==> config.mk <==
export PLATFORM = sky130hd
export DESIGN_NAME = bottling_relay_sequencer_unit
export DESIGN_NICKNAME = d
export VERILOG_FILES = /design/src/rtl/brs_pkg.sv /design/src/rtl/brs_near.sv /design/src/rtl/brs_pass.sv /design/src/rtl/bottling_relay_sequencer_unit.sv
export VERILOG_INCLUDE_DIRS = /design/src /design/src/rtl
export SDC_FILE = /design/constraint.sdc
export NUM_CORES = 1
export LEC_CHECK = 0
export CAP_MARGIN = 20
export CORE_ASPECT_RATIO = 1.4
export CORE_UTILIZATION = 55
export CTS_CLUSTER_SIZE = 25
export DETAILED_ROUTE_END_ITERATION = 10
export DONT_BUFFER_PORTS = 1
export GPL_TIMING_DRIVEN = 0
export PLACE_DENSITY = 0.76
export SETUP_SLACK_MARGIN = 0.2
export SYNTH_ARGS = -nofsm -noshare
export SYNTH_HDL_FRONTEND = slang
export SYNTH_HIERARCHICAL = 1
export SYNTH_SLANG_ARGS = --single-unit
==> constraint.sdc <==
create_clock -name aclk -period 6.3 [get_ports aclk]
set_input_delay 1.26 -clock aclk [delete_from_list [all_inputs] [get_ports aclk]]
set_output_delay 1.26 -clock aclk [all_outputs]
set_load 0.01 [all_outputs]
==> src/rtl/bottling_relay_sequencer_unit_defines.svh <==
// ----------------------------------------------------------------------------
// Bottling relay sequencer assertion macros
// Concurrent assertion helpers that compile away when SYNTHESIS is defined.
// ----------------------------------------------------------------------------
`ifndef BOTTLING_RELAY_SEQUENCER_UNIT_DEFINES_SVH
`define BOTTLING_RELAY_SEQUENCER_UNIT_DEFINES_SVH

`ifndef SYNTHESIS

// Antecedent and consequent checked in the same cycle.
`define BRS_ASSERT_SAME(label, clk, rstn, ante, cons) \
    label: assert property (@(posedge clk) disable iff (!(rstn)) (ante) |-> (cons)) \
        else $error("assertion failed");

// Consequent checked in the cycle after the antecedent.
`define BRS_ASSERT_NEXT(label, clk, rstn, ante, cons) \
    label: assert property (@(posedge clk) disable iff (!(rstn)) (ante) |=> (cons)) \
        else $error("assertion failed");

`else

`define BRS_ASSERT_SAME(label, clk, rstn, ante, cons)
`define BRS_ASSERT_NEXT(label, clk, rstn, ante, cons)

`endif

`endif

==> src/rtl/brs_pkg.sv <==
// ----------------------------------------------------------------------------
// Bottling relay sequencer package
// Word types, register indexes, step codes and reset values shared by the
// sequencer modules.
// ----------------------------------------------------------------------------
package brs_pkg;

    // Configuration port.
    localparam int CFG_INDEX_W = 3;
    localparam int CFG_DATA_W  = 16;

    localparam logic [CFG_INDEX_W-1:0] CFG_NEAR_THRESHOLD = 3'd0;
    localparam logic [CFG_INDEX_W-1:0] CFG_BELT_TIMEOUT   = 3'd1;
    localparam logic [CFG_INDEX_W-1:0] CFG_PUSH           = 3'd2;
    localparam logic [CFG_INDEX_W-1:0] CFG_CAP            = 3'd3;
    localparam logic [CFG_INDEX_W-1:0] CFG_FILL           = 3'd4;
    localparam logic [CFG_INDEX_W-1:0] CFG_RELEASE        = 3'd5;
    localparam logic [CFG_INDEX_W-1:0] CFG_SETTLE         = 3'd6;

    // Step codes. Code zero is never entered.
    typedef logic [1:0] step_t;
    localparam step_t STEP_NONE = 2'd0;
    localparam step_t STEP_LOAD = 2'd1;
    localparam step_t STEP_PUSH = 2'd2;
    localparam step_t STEP_FILL = 2'd3;

    // Timer slots, in firing order.
    localparam int NUM_TIMERS = 7;
    localparam int T_BELT     = 0;
    localparam int T_PUSH     = 1;
    localparam int T_CAP      = 2;
    localparam int T_FOPEN    = 3;
    localparam int T_FCLOSE   = 4;
    localparam int T_CLAMP    = 5;
    localparam int T_SETTLE   = 6;

    typedef struct packed {
        logic [8:0]  near_threshold_cm;
        logic [15:0] belt_timeout_ms;
        logic [15:0] push_ms;
        logic [15:0] cap_ms;
        logic [15:0] fill_ms;
        logic [15:0] release_ms;
        logic [15:0] settle_ms;
    } cfg_t;

    localparam cfg_t CFG_RESET = '{
        near_threshold_cm: 9'd4,
        belt_timeout_ms:   16'd60000,
        push_ms:           16'd2500,
        cap_ms:            16'd1000,
        fill_ms:           16'd16000,
        release_ms:        16'd1000,
        settle_ms:         16'd1000
    };

    // Sequencer control state.
    typedef struct packed {
        step_t step;
        logic  busy;
        logic  detect;
        logic  loading;
        logic  clamp;
        logic  cap;
        logic  push;
        logic  fill;
        logic  belt;
    } ctrl_t;

    localparam ctrl_t CTRL_RESET = '{
        step:    STEP_LOAD,
        busy:    1'b0,
        detect:  1'b0,
        loading: 1'b0,
        clamp:   1'b0,
        cap:     1'b0,
        push:    1'b0,
        fill:    1'b0,
        belt:    1'b0
    };

    typedef struct packed {
        logic [15:0] elapsed_ms;
        logic [19:0] echo_us;
    } in_t;

    typedef struct packed {
        logic        clamp_on;
        logic        cap_on;
        logic        push_on;
        logic        fill_on;
        logic        belt_on;
        logic [1:0]  current_step;
        logic        step_busy;
        logic        bottle_seen;
    } out_t;

endpackage

==> src/rtl/brs_near.sv <==
// ----------------------------------------------------------------------------
// Bottling relay sequencer near-bottle detector
// Compares the echo distance against the near threshold without a divider.
// ----------------------------------------------------------------------------
module brs_near (
    input  logic [19:0] echo_us,
    input  logic [8:0]  near_threshold_cm,
    output logic        near
);

    // floor(echo*17/1000) <= thr holds exactly when echo*17 < (thr+1)*1000.
    logic [24:0] echo_x17;
    logic [18:0] near_limit;

    assign echo_x17   = {1'b0, echo_us, 4'b0000} + 25'(echo_us);
    assign near_limit = (19'(near_threshold_cm) + 19'd1) * 19'd1000;
    assign near       = (echo_x17 < 25'(near_limit));

endmodule

==> src/rtl/brs_pass.sv <==
// ----------------------------------------------------------------------------
// Bottling relay sequencer control pass
// One control pass: timer aging, step start, timer firing and bottle check.
// ----------------------------------------------------------------------------
module brs_pass #(
    parameter int TIMER_WIDTH = 18
) (
    input  brs_pkg::cfg_t             cfg,
    input  brs_pkg::in_t              item,
    input  brs_pkg::ctrl_t            ctrl_cur,
    input  logic [6:0]                pend_cur,
    input  logic [TIMER_WIDTH-1:0]    rem_cur [7],
    output brs_pkg::ctrl_t            ctrl_next,
    output logic [6:0]                pend_next,
    output logic [TIMER_WIDTH-1:0]    rem_next [7]
);

    localparam int SAT_W = (TIMER_WIDTH > 18) ? TIMER_WIDTH : 18;
    localparam logic [TIMER_WIDTH-1:0] TMAX = '1;

    // Durations above the timer range clamp to the largest count.
    function automatic logic [TIMER_WIDTH-1:0] sat_dur(input logic [17:0] dur);
        logic [SAT_W-1:0] dx;
        dx = SAT_W'(dur);
        if (dx > SAT_W'(TMAX)) begin
            return TMAX;
        end
        return TIMER_WIDTH'(dx);
    endfunction

    logic [TIMER_WIDTH-1:0] elapsed_w;
    logic [17:0]            fclose_dur;
    logic [17:0]            clamp_dur;
    logic                   push_ge_cap;
    logic                   near;

    assign elapsed_w   = TIMER_WIDTH'(item.elapsed_ms);
    assign fclose_dur  = 18'(cfg.fill_ms) + 18'(cfg.release_ms);
    assign clamp_dur   = 18'(cfg.fill_ms) + {1'b0, cfg.release_ms, 1'b0};
    assign push_ge_cap = (cfg.push_ms >= cfg.cap_ms);

    brs_near u_near (
        .echo_us           (item.echo_us),
        .near_threshold_cm (cfg.near_threshold_cm),
        .near              (near)
    );

    always_comb begin
        brs_pkg::ctrl_t         c;
        logic [6:0]             p;
        logic [TIMER_WIDTH-1:0] r [7];

        c = ctrl_cur;
        p = pend_cur;

        // Age every pending timer, stopping at zero.
        for (int k = 0; k < brs_pkg::NUM_TIMERS; k++) begin
            if (p[k] && (rem_cur[k] > elapsed_w)) begin
                r[k] = rem_cur[k] - elapsed_w;
            end else if (p[k]) begin
                r[k] = '0;
            end else begin
                r[k] = rem_cur[k];
            end
        end

        // Start the current step when it is idle.
        if (!c.busy) begin
            case (c.step)
                brs_pkg::STEP_LOAD: begin
                    if (!c.loading) begin
                        c.busy    = 1'b1;
                        c.loading = 1'b1;
                        c.belt    = 1'b1;
                        p[brs_pkg::T_BELT] = 1'b1;
                        r[brs_pkg::T_BELT] = sat_dur(18'(cfg.belt_timeout_ms));
                    end
                end
                brs_pkg::STEP_PUSH: begin
                    c.busy = 1'b1;
                    c.push = 1'b1;
                    c.cap  = 1'b1;
                    p[brs_pkg::T_PUSH] = 1'b1;
                    r[brs_pkg::T_PUSH] = sat_dur(18'(cfg.push_ms));
                    p[brs_pkg::T_CAP]  = 1'b1;
                    r[brs_pkg::T_CAP]  = sat_dur(18'(cfg.cap_ms));
                end
                brs_pkg::STEP_FILL: begin
                    c.busy  = 1'b1;
                    c.clamp = 1'b1;
                    if (!c.loading) begin
                        c.loading = 1'b1;
                        c.belt    = 1'b1;
                        p[brs_pkg::T_BELT] = 1'b1;
                        r[brs_pkg::T_BELT] = sat_dur(18'(cfg.belt_timeout_ms));
                    end
                    p[brs_pkg::T_FOPEN]  = 1'b1;
                    r[brs_pkg::T_FOPEN]  = sat_dur(18'(cfg.release_ms));
                    p[brs_pkg::T_FCLOSE] = 1'b1;
                    r[brs_pkg::T_FCLOSE] = sat_dur(fclose_dur);
                    p[brs_pkg::T_CLAMP]  = 1'b1;
                    r[brs_pkg::T_CLAMP]  = sat_dur(clamp_dur);
                end
                default: begin
                end
            endcase
        end

        // Fire expired timers in priority order; later ones see earlier effects.
        if (p[brs_pkg::T_BELT] && (r[brs_pkg::T_BELT] == '0)) begin
            p[brs_pkg::T_BELT] = 1'b0;
            if (c.detect) begin
                c.belt = 1'b0;
            end
        end
        if (p[brs_pkg::T_PUSH] && (r[brs_pkg::T_PUSH] == '0)) begin
            p[brs_pkg::T_PUSH] = 1'b0;
            if (c.step == brs_pkg::STEP_PUSH) begin
                c.push = 1'b0;
            end
            if (push_ge_cap) begin
                c.step = brs_pkg::STEP_FILL;
                c.busy = 1'b0;
            end
        end
        if (p[brs_pkg::T_CAP] && (r[brs_pkg::T_CAP] == '0)) begin
            p[brs_pkg::T_CAP] = 1'b0;
            c.cap = 1'b0;
            if (!push_ge_cap) begin
                c.step = brs_pkg::STEP_FILL;
                c.busy = 1'b0;
            end
        end
        if (p[brs_pkg::T_FOPEN] && (r[brs_pkg::T_FOPEN] == '0)) begin
            p[brs_pkg::T_FOPEN] = 1'b0;
            c.fill = 1'b1;
        end
        if (p[brs_pkg::T_FCLOSE] && (r[brs_pkg::T_FCLOSE] == '0)) begin
            p[brs_pkg::T_FCLOSE] = 1'b0;
            c.fill = 1'b0;
        end
        if (p[brs_pkg::T_CLAMP] && (r[brs_pkg::T_CLAMP] == '0)) begin
            p[brs_pkg::T_CLAMP] = 1'b0;
            c.clamp = 1'b0;
            c.step  = brs_pkg::STEP_LOAD;
            c.busy  = 1'b0;
        end
        if (p[brs_pkg::T_SETTLE] && (r[brs_pkg::T_SETTLE] == '0)) begin
            p[brs_pkg::T_SETTLE] = 1'b0;
            p[brs_pkg::T_BELT]   = 1'b0;
            c.detect = 1'b0;
            c.belt   = 1'b0;
            if (c.step == brs_pkg::STEP_LOAD) begin
                c.step = brs_pkg::STEP_PUSH;
                c.busy = 1'b0;
            end
        end

        // A near bottle opens the settle window.
        if (!c.detect && near) begin
            c.detect  = 1'b1;
            c.loading = 1'b0;
            p[brs_pkg::T_SETTLE] = 1'b1;
            r[brs_pkg::T_SETTLE] = sat_dur(18'(cfg.settle_ms));
        end

        ctrl_next = c;
        pend_next = p;
        rem_next  = r;
    end

endmodule

==> src/rtl/bottling_relay_sequencer_unit.sv <==
// ----------------------------------------------------------------------------
// Bottling relay sequencer unit
// Relay sequencer for a three-step bottling cycle driven by control passes.
// ----------------------------------------------------------------------------
// Each input word is one control pass carrying the time since the previous
// pass and an ultrasonic echo width; each pass yields exactly one result word
// with the five relay levels, the current step and the busy and bottle flags.
// The unit accepts one word per clock cycle while the result side does not
// stall. A word waits in an input register, then a single combinational pass
// (timer aging, step start, timer firing, bottle check) updates the sequencer
// state and loads the result register, from which the result port presents it.
// While the result register is full and not taken, the input register still
// accepts one more word. Configuration registers are written through the
// cfg_we port and must only change while no word is in flight.
// ----------------------------------------------------------------------------
`include "bottling_relay_sequencer_unit_defines.svh"

module bottling_relay_sequencer_unit #(
    parameter int TIMER_WIDTH = 18
) (
    input  logic                                aclk,
    input  logic                                aresetn,

    // Input words, one control pass each.
    input  logic                                s_valid,
    output logic                                s_ready,
    input  brs_pkg::in_t                        s_data,

    // Result words.
    output logic                                m_valid,
    input  logic                                m_ready,
    output brs_pkg::out_t                       m_data,

    // Configuration writes.
    input  logic                                cfg_we,
    input  logic [brs_pkg::CFG_INDEX_W-1:0]     cfg_index,
    input  logic [brs_pkg::CFG_DATA_W-1:0]      cfg_wdata
);

    // Configuration registers.
    brs_pkg::cfg_t          cfg_reg;

    // Input register.
    logic                   in_valid_reg;
    brs_pkg::in_t           in_data_reg;

    // Result register.
    logic                   out_valid_reg;
    brs_pkg::out_t          out_data_reg;

    // Sequencer state: control flags, timer pending bits and countdowns.
    brs_pkg::ctrl_t         ctrl_reg;
    brs_pkg::ctrl_t         ctrl_next;
    logic [6:0]             pend_reg;
    logic [6:0]             pend_next;
    logic [TIMER_WIDTH-1:0] rem_reg  [7];
    logic [TIMER_WIDTH-1:0] rem_next [7];

    logic                   advance;

    // A pass runs when a word waits and the result register can take its result.
    assign advance = in_valid_reg && (!out_valid_reg || m_ready);
    assign s_ready = !in_valid_reg || advance;
    assign m_valid = out_valid_reg;
    assign m_data  = out_data_reg;

    // Register writes; indexes beyond the list are ignored.
    always_ff @(posedge aclk) begin
        if (!aresetn) begin
            cfg_reg <= brs_pkg::CFG_RESET;
        end else if (cfg_we) begin
            unique case (cfg_index)
                brs_pkg::CFG_NEAR_THRESHOLD: cfg_reg.near_threshold_cm <= cfg_wdata[8:0];
                brs_pkg::CFG_BELT_TIMEOUT:   cfg_reg.belt_timeout_ms   <= cfg_wdata;
                brs_pkg::CFG_PUSH:           cfg_reg.push_ms           <= cfg_wdata;
                brs_pkg::CFG_CAP:            cfg_reg.cap_ms            <= cfg_wdata;
                brs_pkg::CFG_FILL:           cfg_reg.fill_ms           <= cfg_wdata;
                brs_pkg::CFG_RELEASE:        cfg_reg.release_ms        <= cfg_wdata;
                brs_pkg::CFG_SETTLE:         cfg_reg.settle_ms         <= cfg_wdata;
                default: begin
                end
            endcase
        end
    end

    // The control pass itself.
    brs_pass #(
        .TIMER_WIDTH (TIMER_WIDTH)
    ) u_pass (
        .cfg       (cfg_reg),
        .item      (in_data_reg),
        .ctrl_cur  (ctrl_reg),
        .pend_cur  (pend_reg),
        .rem_cur   (rem_reg),
        .ctrl_next (ctrl_next),
        .pend_next (pend_next),
        .rem_next  (rem_next)
    );

    // Handshake control and sequencer state.
    always_ff @(posedge aclk) begin
        if (!aresetn) begin
            in_valid_reg  <= 1'b0;
            out_valid_reg <= 1'b0;
            ctrl_reg      <= brs_pkg::CTRL_RESET;
            pend_reg      <= '0;
        end else begin
            if (s_valid && s_ready) begin
                in_valid_reg <= 1'b1;
            end else if (advance) begin
                in_valid_reg <= 1'b0;
            end

            if (advance) begin
                out_valid_reg <= 1'b1;
                ctrl_reg      <= ctrl_next;
                pend_reg      <= pend_next;
            end else if (m_ready) begin
                out_valid_reg <= 1'b0;
            end
        end
    end

    // Payload registers. A countdown is only meaningful while its timer is
    // pending, so the countdowns need no reset.
    always_ff @(posedge aclk) begin
        if (s_valid && s_ready) begin
            in_data_reg <= s_data;
        end
        if (advance) begin
            rem_reg                   <= rem_next;
            out_data_reg.clamp_on     <= ctrl_next.clamp;
            out_data_reg.cap_on       <= ctrl_next.cap;
            out_data_reg.push_on      <= ctrl_next.push;
            out_data_reg.fill_on      <= ctrl_next.fill;
            out_data_reg.belt_on      <= ctrl_next.belt;
            out_data_reg.current_step <= ctrl_next.step;
            out_data_reg.step_busy    <= ctrl_next.busy;
            out_data_reg.bottle_seen  <= ctrl_next.detect;
        end
    end

    // A word that completes its pass shows up as a result in the next cycle.
    `BRS_ASSERT_NEXT(a_pass_gives_result, aclk, aresetn, advance, m_valid)

    // The settle window and the settle timer open and close together.
    `BRS_ASSERT_SAME(a_detect_tracks_settle, aclk, aresetn, 1'b1, ctrl_reg.detect == pend_reg[brs_pkg::T_SETTLE])

    // The unused step code is never reported.
    `BRS_ASSERT_SAME(a_step_code_used, aclk, aresetn, m_valid, m_data.current_step != brs_pkg::STEP_NONE)

endmodule

==> results.py <==
metrics = {
    "timing": {
        "timing_hold_violations_final": 0,
        "clock_skew_ns": 0.0242,
        "setup_violations": 21,
        "rsz0062_at_grt": "yes",
        "fin_crit_sh_pct": 109,
        "fmax_mhz": 146,
        "relSlewSlack_pct": 25.8,
        "report.final.slew_viol_count": 0,
        "postLayoutSetupSlackWorst_ns": -0.545,
        "holdWs_ns": 0.467,
        "tightest_slew_ns": 1.09,
        "period_minus_slack_ns": 6.84,
    },
    "logic_synthesis": {
        "yosysSeqAreaShare_pct": 31.9,
        "syn_nets": 3006,
        "synth_cells": 2685,
        "synth_edf_count": 171,
        "synth-main-ff-cell": "edfxtp_1",
        "yosysWarnings": 6,
        "synth_cell_types": 107,
        "ys_ff_latch": 295,
        "synthArstFlopShare_pct": 0,
        "netlist_area_um2": 23900,
        "synth_area_per_cell_um2": 8.89,
    },
    "route": {
        "dr.pass1.iters": 8,
        "vias": 22200,
        "drtAntennaViolNets": 0,
        "wl_per_cell_um": 23.9,
        "first_iter_violations": 2010,
        "routed_wl_um": 79500,
        "drc": 0,
        "via_per_inst": 6.67,
    },
    "clocking": {
        "cts_tree": "built",
        "cts_root_buf": "clkbuf_16",
        "cts.clk_slew.worst_paths_ns": 0.06,
        "clock_path_buffers": 3,
        "numCtsBuffers": 31,
        "clkLatencyLatePin_ns": 0.60,
        "clock_sinks": 295,
        "ctsHtreeMaxLevel": 1,
        "cts_hold_buf": 0,
    },
    "pwr": {
        "clockPowerShare_pct": 33.9,
        "sw_frac_of_total_pct": 32.4,
        "p_leak_nw": 10.6,
        "p_switching_mw": 1.77,
        "power_frac_comb_pct": 25.8,
        "vdd_drop_max_mv": 0.241,
        "sequentialPowerShare_pct": 40.3,
        "cellPowerDensity_nw_per_um2": 207,
        "p_int_mw": 3.69,
    },
    "setup_path": {
        "cp-start-kind": "flop",
        "crit_top_cell": "fa_1",
        "cpPeakStageDelay_ns": 0.53,
        "path_class": "flop to flop",
        "endpoint_kind": "flop",
        "path_max_fanout": 7,
        "cp_data_arrival_time_ns": 7.17,
        "cp_data_required_time_ns": 6.63,
        "crit_path_top_delay_cell": "fa_1",
    },
    "placement": {
        "buffer_ports.inserted": 0,
        "gp_congestion": 0.985,
        "dp.cells": 3238,
        "place_hpwl_um": 58800,
        "placed_area_um2": 24900,
    },
    "floorplanning": {
        "core-area_um2": 43000,
        "io_pins": 71,
        "rows": 90,
        "dieArea_um2": 44300,
        "die_x_um": 178,
        "chipHeight_um": 249,
        "start_util_pct": 55.5,
    },
    "min_path": {
        "hp-class": "flop to flop",
    },
    "global_routing": {
        "overflow": 0,
        "track_usage_pct": 34.8,
        "grt_max_degree": 83,
        "grt_pass1_wl_um": 119000,
        "grt_pass1_vias": 21600,
        "antenna_found_initial": 0,
    },
    "job": {
        "maxCapViolCount": 0,
    },
    "cells_and_area": {
        "areaGrowthSynthToFinish_pct": 10.4,
        "final_core_util_pct": 61.3,
        "layout.cells.non_filler": 3322,
        "largest_register_ffs": 126,
        "drive_gt1_share_pct": 8.41,
        "nNetsFinal": 3067,
        "final_common_cell": "ha_1",
        "final_area_um2": 26400,
        "mostFrequentLayoutCells": "ha_1 (216), nand2_1 (205), o21ai_0 (181), nor2_1 (180), a21oi_1 (175)",
        "diodes": 0,
    },
    "outcome": {
        "violations": "negative setup slack",
        "status": "complete, but fails checks",
    },
}
-- through the flow --
stage	power (mW)	setup slack (ns)	setup TNS, ns
floorplan	3.20	0.210	0
global placement	3.51	-0.879	-16.21
detailed placement	3.56	-1.01	-18.92
CTS	5.41	-0.591	-11.21
global route	5.66	-0.785	-15.49
finish	5.45	-0.545	-10.19
-- per-layer routing --
| metal | global-route usage (%) | routed length [um] | vias up |
|---|---|---|---|
| li1 | - | - | 10200 |
| met1 | 40.2 | 29500 | 10600 |
| met2 | 58.4 | 37500 | 1113 |
| met3 | 6.31 | 6660 | 291 |
| met4 | 22.5 | 5710 | 0 |
| met5 | 0 | 0 | - |
-- cell usage after synthesis (all sizes together), types with 27 or more instances --
master | number | share of area [%]
o31ai | 28 | 0.92
fa | 34 | 2.8
a21oi | 177 | 3.7
o21ai | 196 | 4.2
nor2b | 33 | 0.86
nor2 | 183 | 2.9
inv | 162 | 2.5
ha | 227 | 12
a21o | 62 | 1.9
a31oi | 34 | 0.89
nand2 | 208 | 3.3
a221oi | 27 | 0.99
o21a | 42 | 1.3
nor3 | 77 | 1.7
edfxtp | 171 | 22
and3 | 32 | 0.88
or3 | 30 | 0.79
xor2 | 43 | 1.6
clkbuf | 69 | 1.1
dfxtp | 124 | 10
nand3 | 131 | 2.8
xnor2 | 84 | 3.1
nand2b | 38 | 1.0
mux2i | 69 | 2.9
-- critical path, delay by kind of cell, from the launching register on --
family	cells	cell delay, ns
AOI/OAI and AO/OA	7	1.55
and+or+nand+nor	6	1.05
adders and majority gates	6	2.31
DFF	1	0.37
muxes	1	0.31
xor gates and xnor gates	2	0.37
buffers and inverters	5	0.61
-- path summary, 6_finish.rpt --
| kind | start | endpoint | slack (ns) | depth (start not counted) |
|---|---|---|---|---|
| max | cfg_reg[96]$_SDFFE_PN0P_ | rem_reg[12]$_DFFE_PP_ | -0.54 | 27 |
| min reg2reg | ctrl_reg[3]$_SDFFE_PN0P_ | ctrl_reg[3]$_SDFFE_PN0P_ | 0.47 | 2 |
| max reg2reg | cfg_reg[96]$_SDFFE_PN0P_ | rem_reg[12]$_DFFE_PP_ | -0.54 | 27 |
| min | ctrl_reg[3]$_SDFFE_PN0P_ | ctrl_reg[3]$_SDFFE_PN0P_ | 0.47 | 2 |
-- what timing repair did --
| action | in CTS | in global routing |
|---|---|---|
| setup endpoints to repair | 22 | 22 |
| pin swaps | 27 | 11 |
| gates cloned | 1 | 0 |
| gates resized for setup | 51 | 8 |
| setup buffers | 20 | 6 |
-- cell type report --
class | count | area, um^2
clock buffers | 39 | 890
plain buffers | 95 | 454
inverters | 162 | 613
well taps | 552 | 691
clock inverters | 18 | 115
repair buffers | 28 | 254
flip-flops and latches | 295 | 7630
fillers | 3685 | 16600
multi-input cells | 2133 | 15700
-- power groups by stage --
stage | Combinational (mW) | Clock [mW] | Sequential, mW
global placement | 1.27 | 0 | 2.24
global route | 1.52 | 1.93 | 2.20
floorplan | 0.994 | 0 | 2.21
finish | 1.41 | 1.85 | 2.20
CTS | 1.36 | 1.86 | 2.20
detailed placement | 1.32 | 0 | 2.24
-- logic make-up (layout without fill, tap and decap cells) --
logic type / count (synthesis) / after routing / synth area share [%]
adders and majority gates: 261 / 261 / 14.7
muxes: 87 / 87 / 3.76
buffers and inverters: 257 / 342 / 4.29
and+or+nand+nor: 863 / 863 / 18.3
AOI/OAI and AO/OA: 795 / 795 / 22.3
xor gates and xnor gates: 127 / 127 / 4.69
DFF: 295 / 295 / 31.9
(Power assumes the default switching activity.)
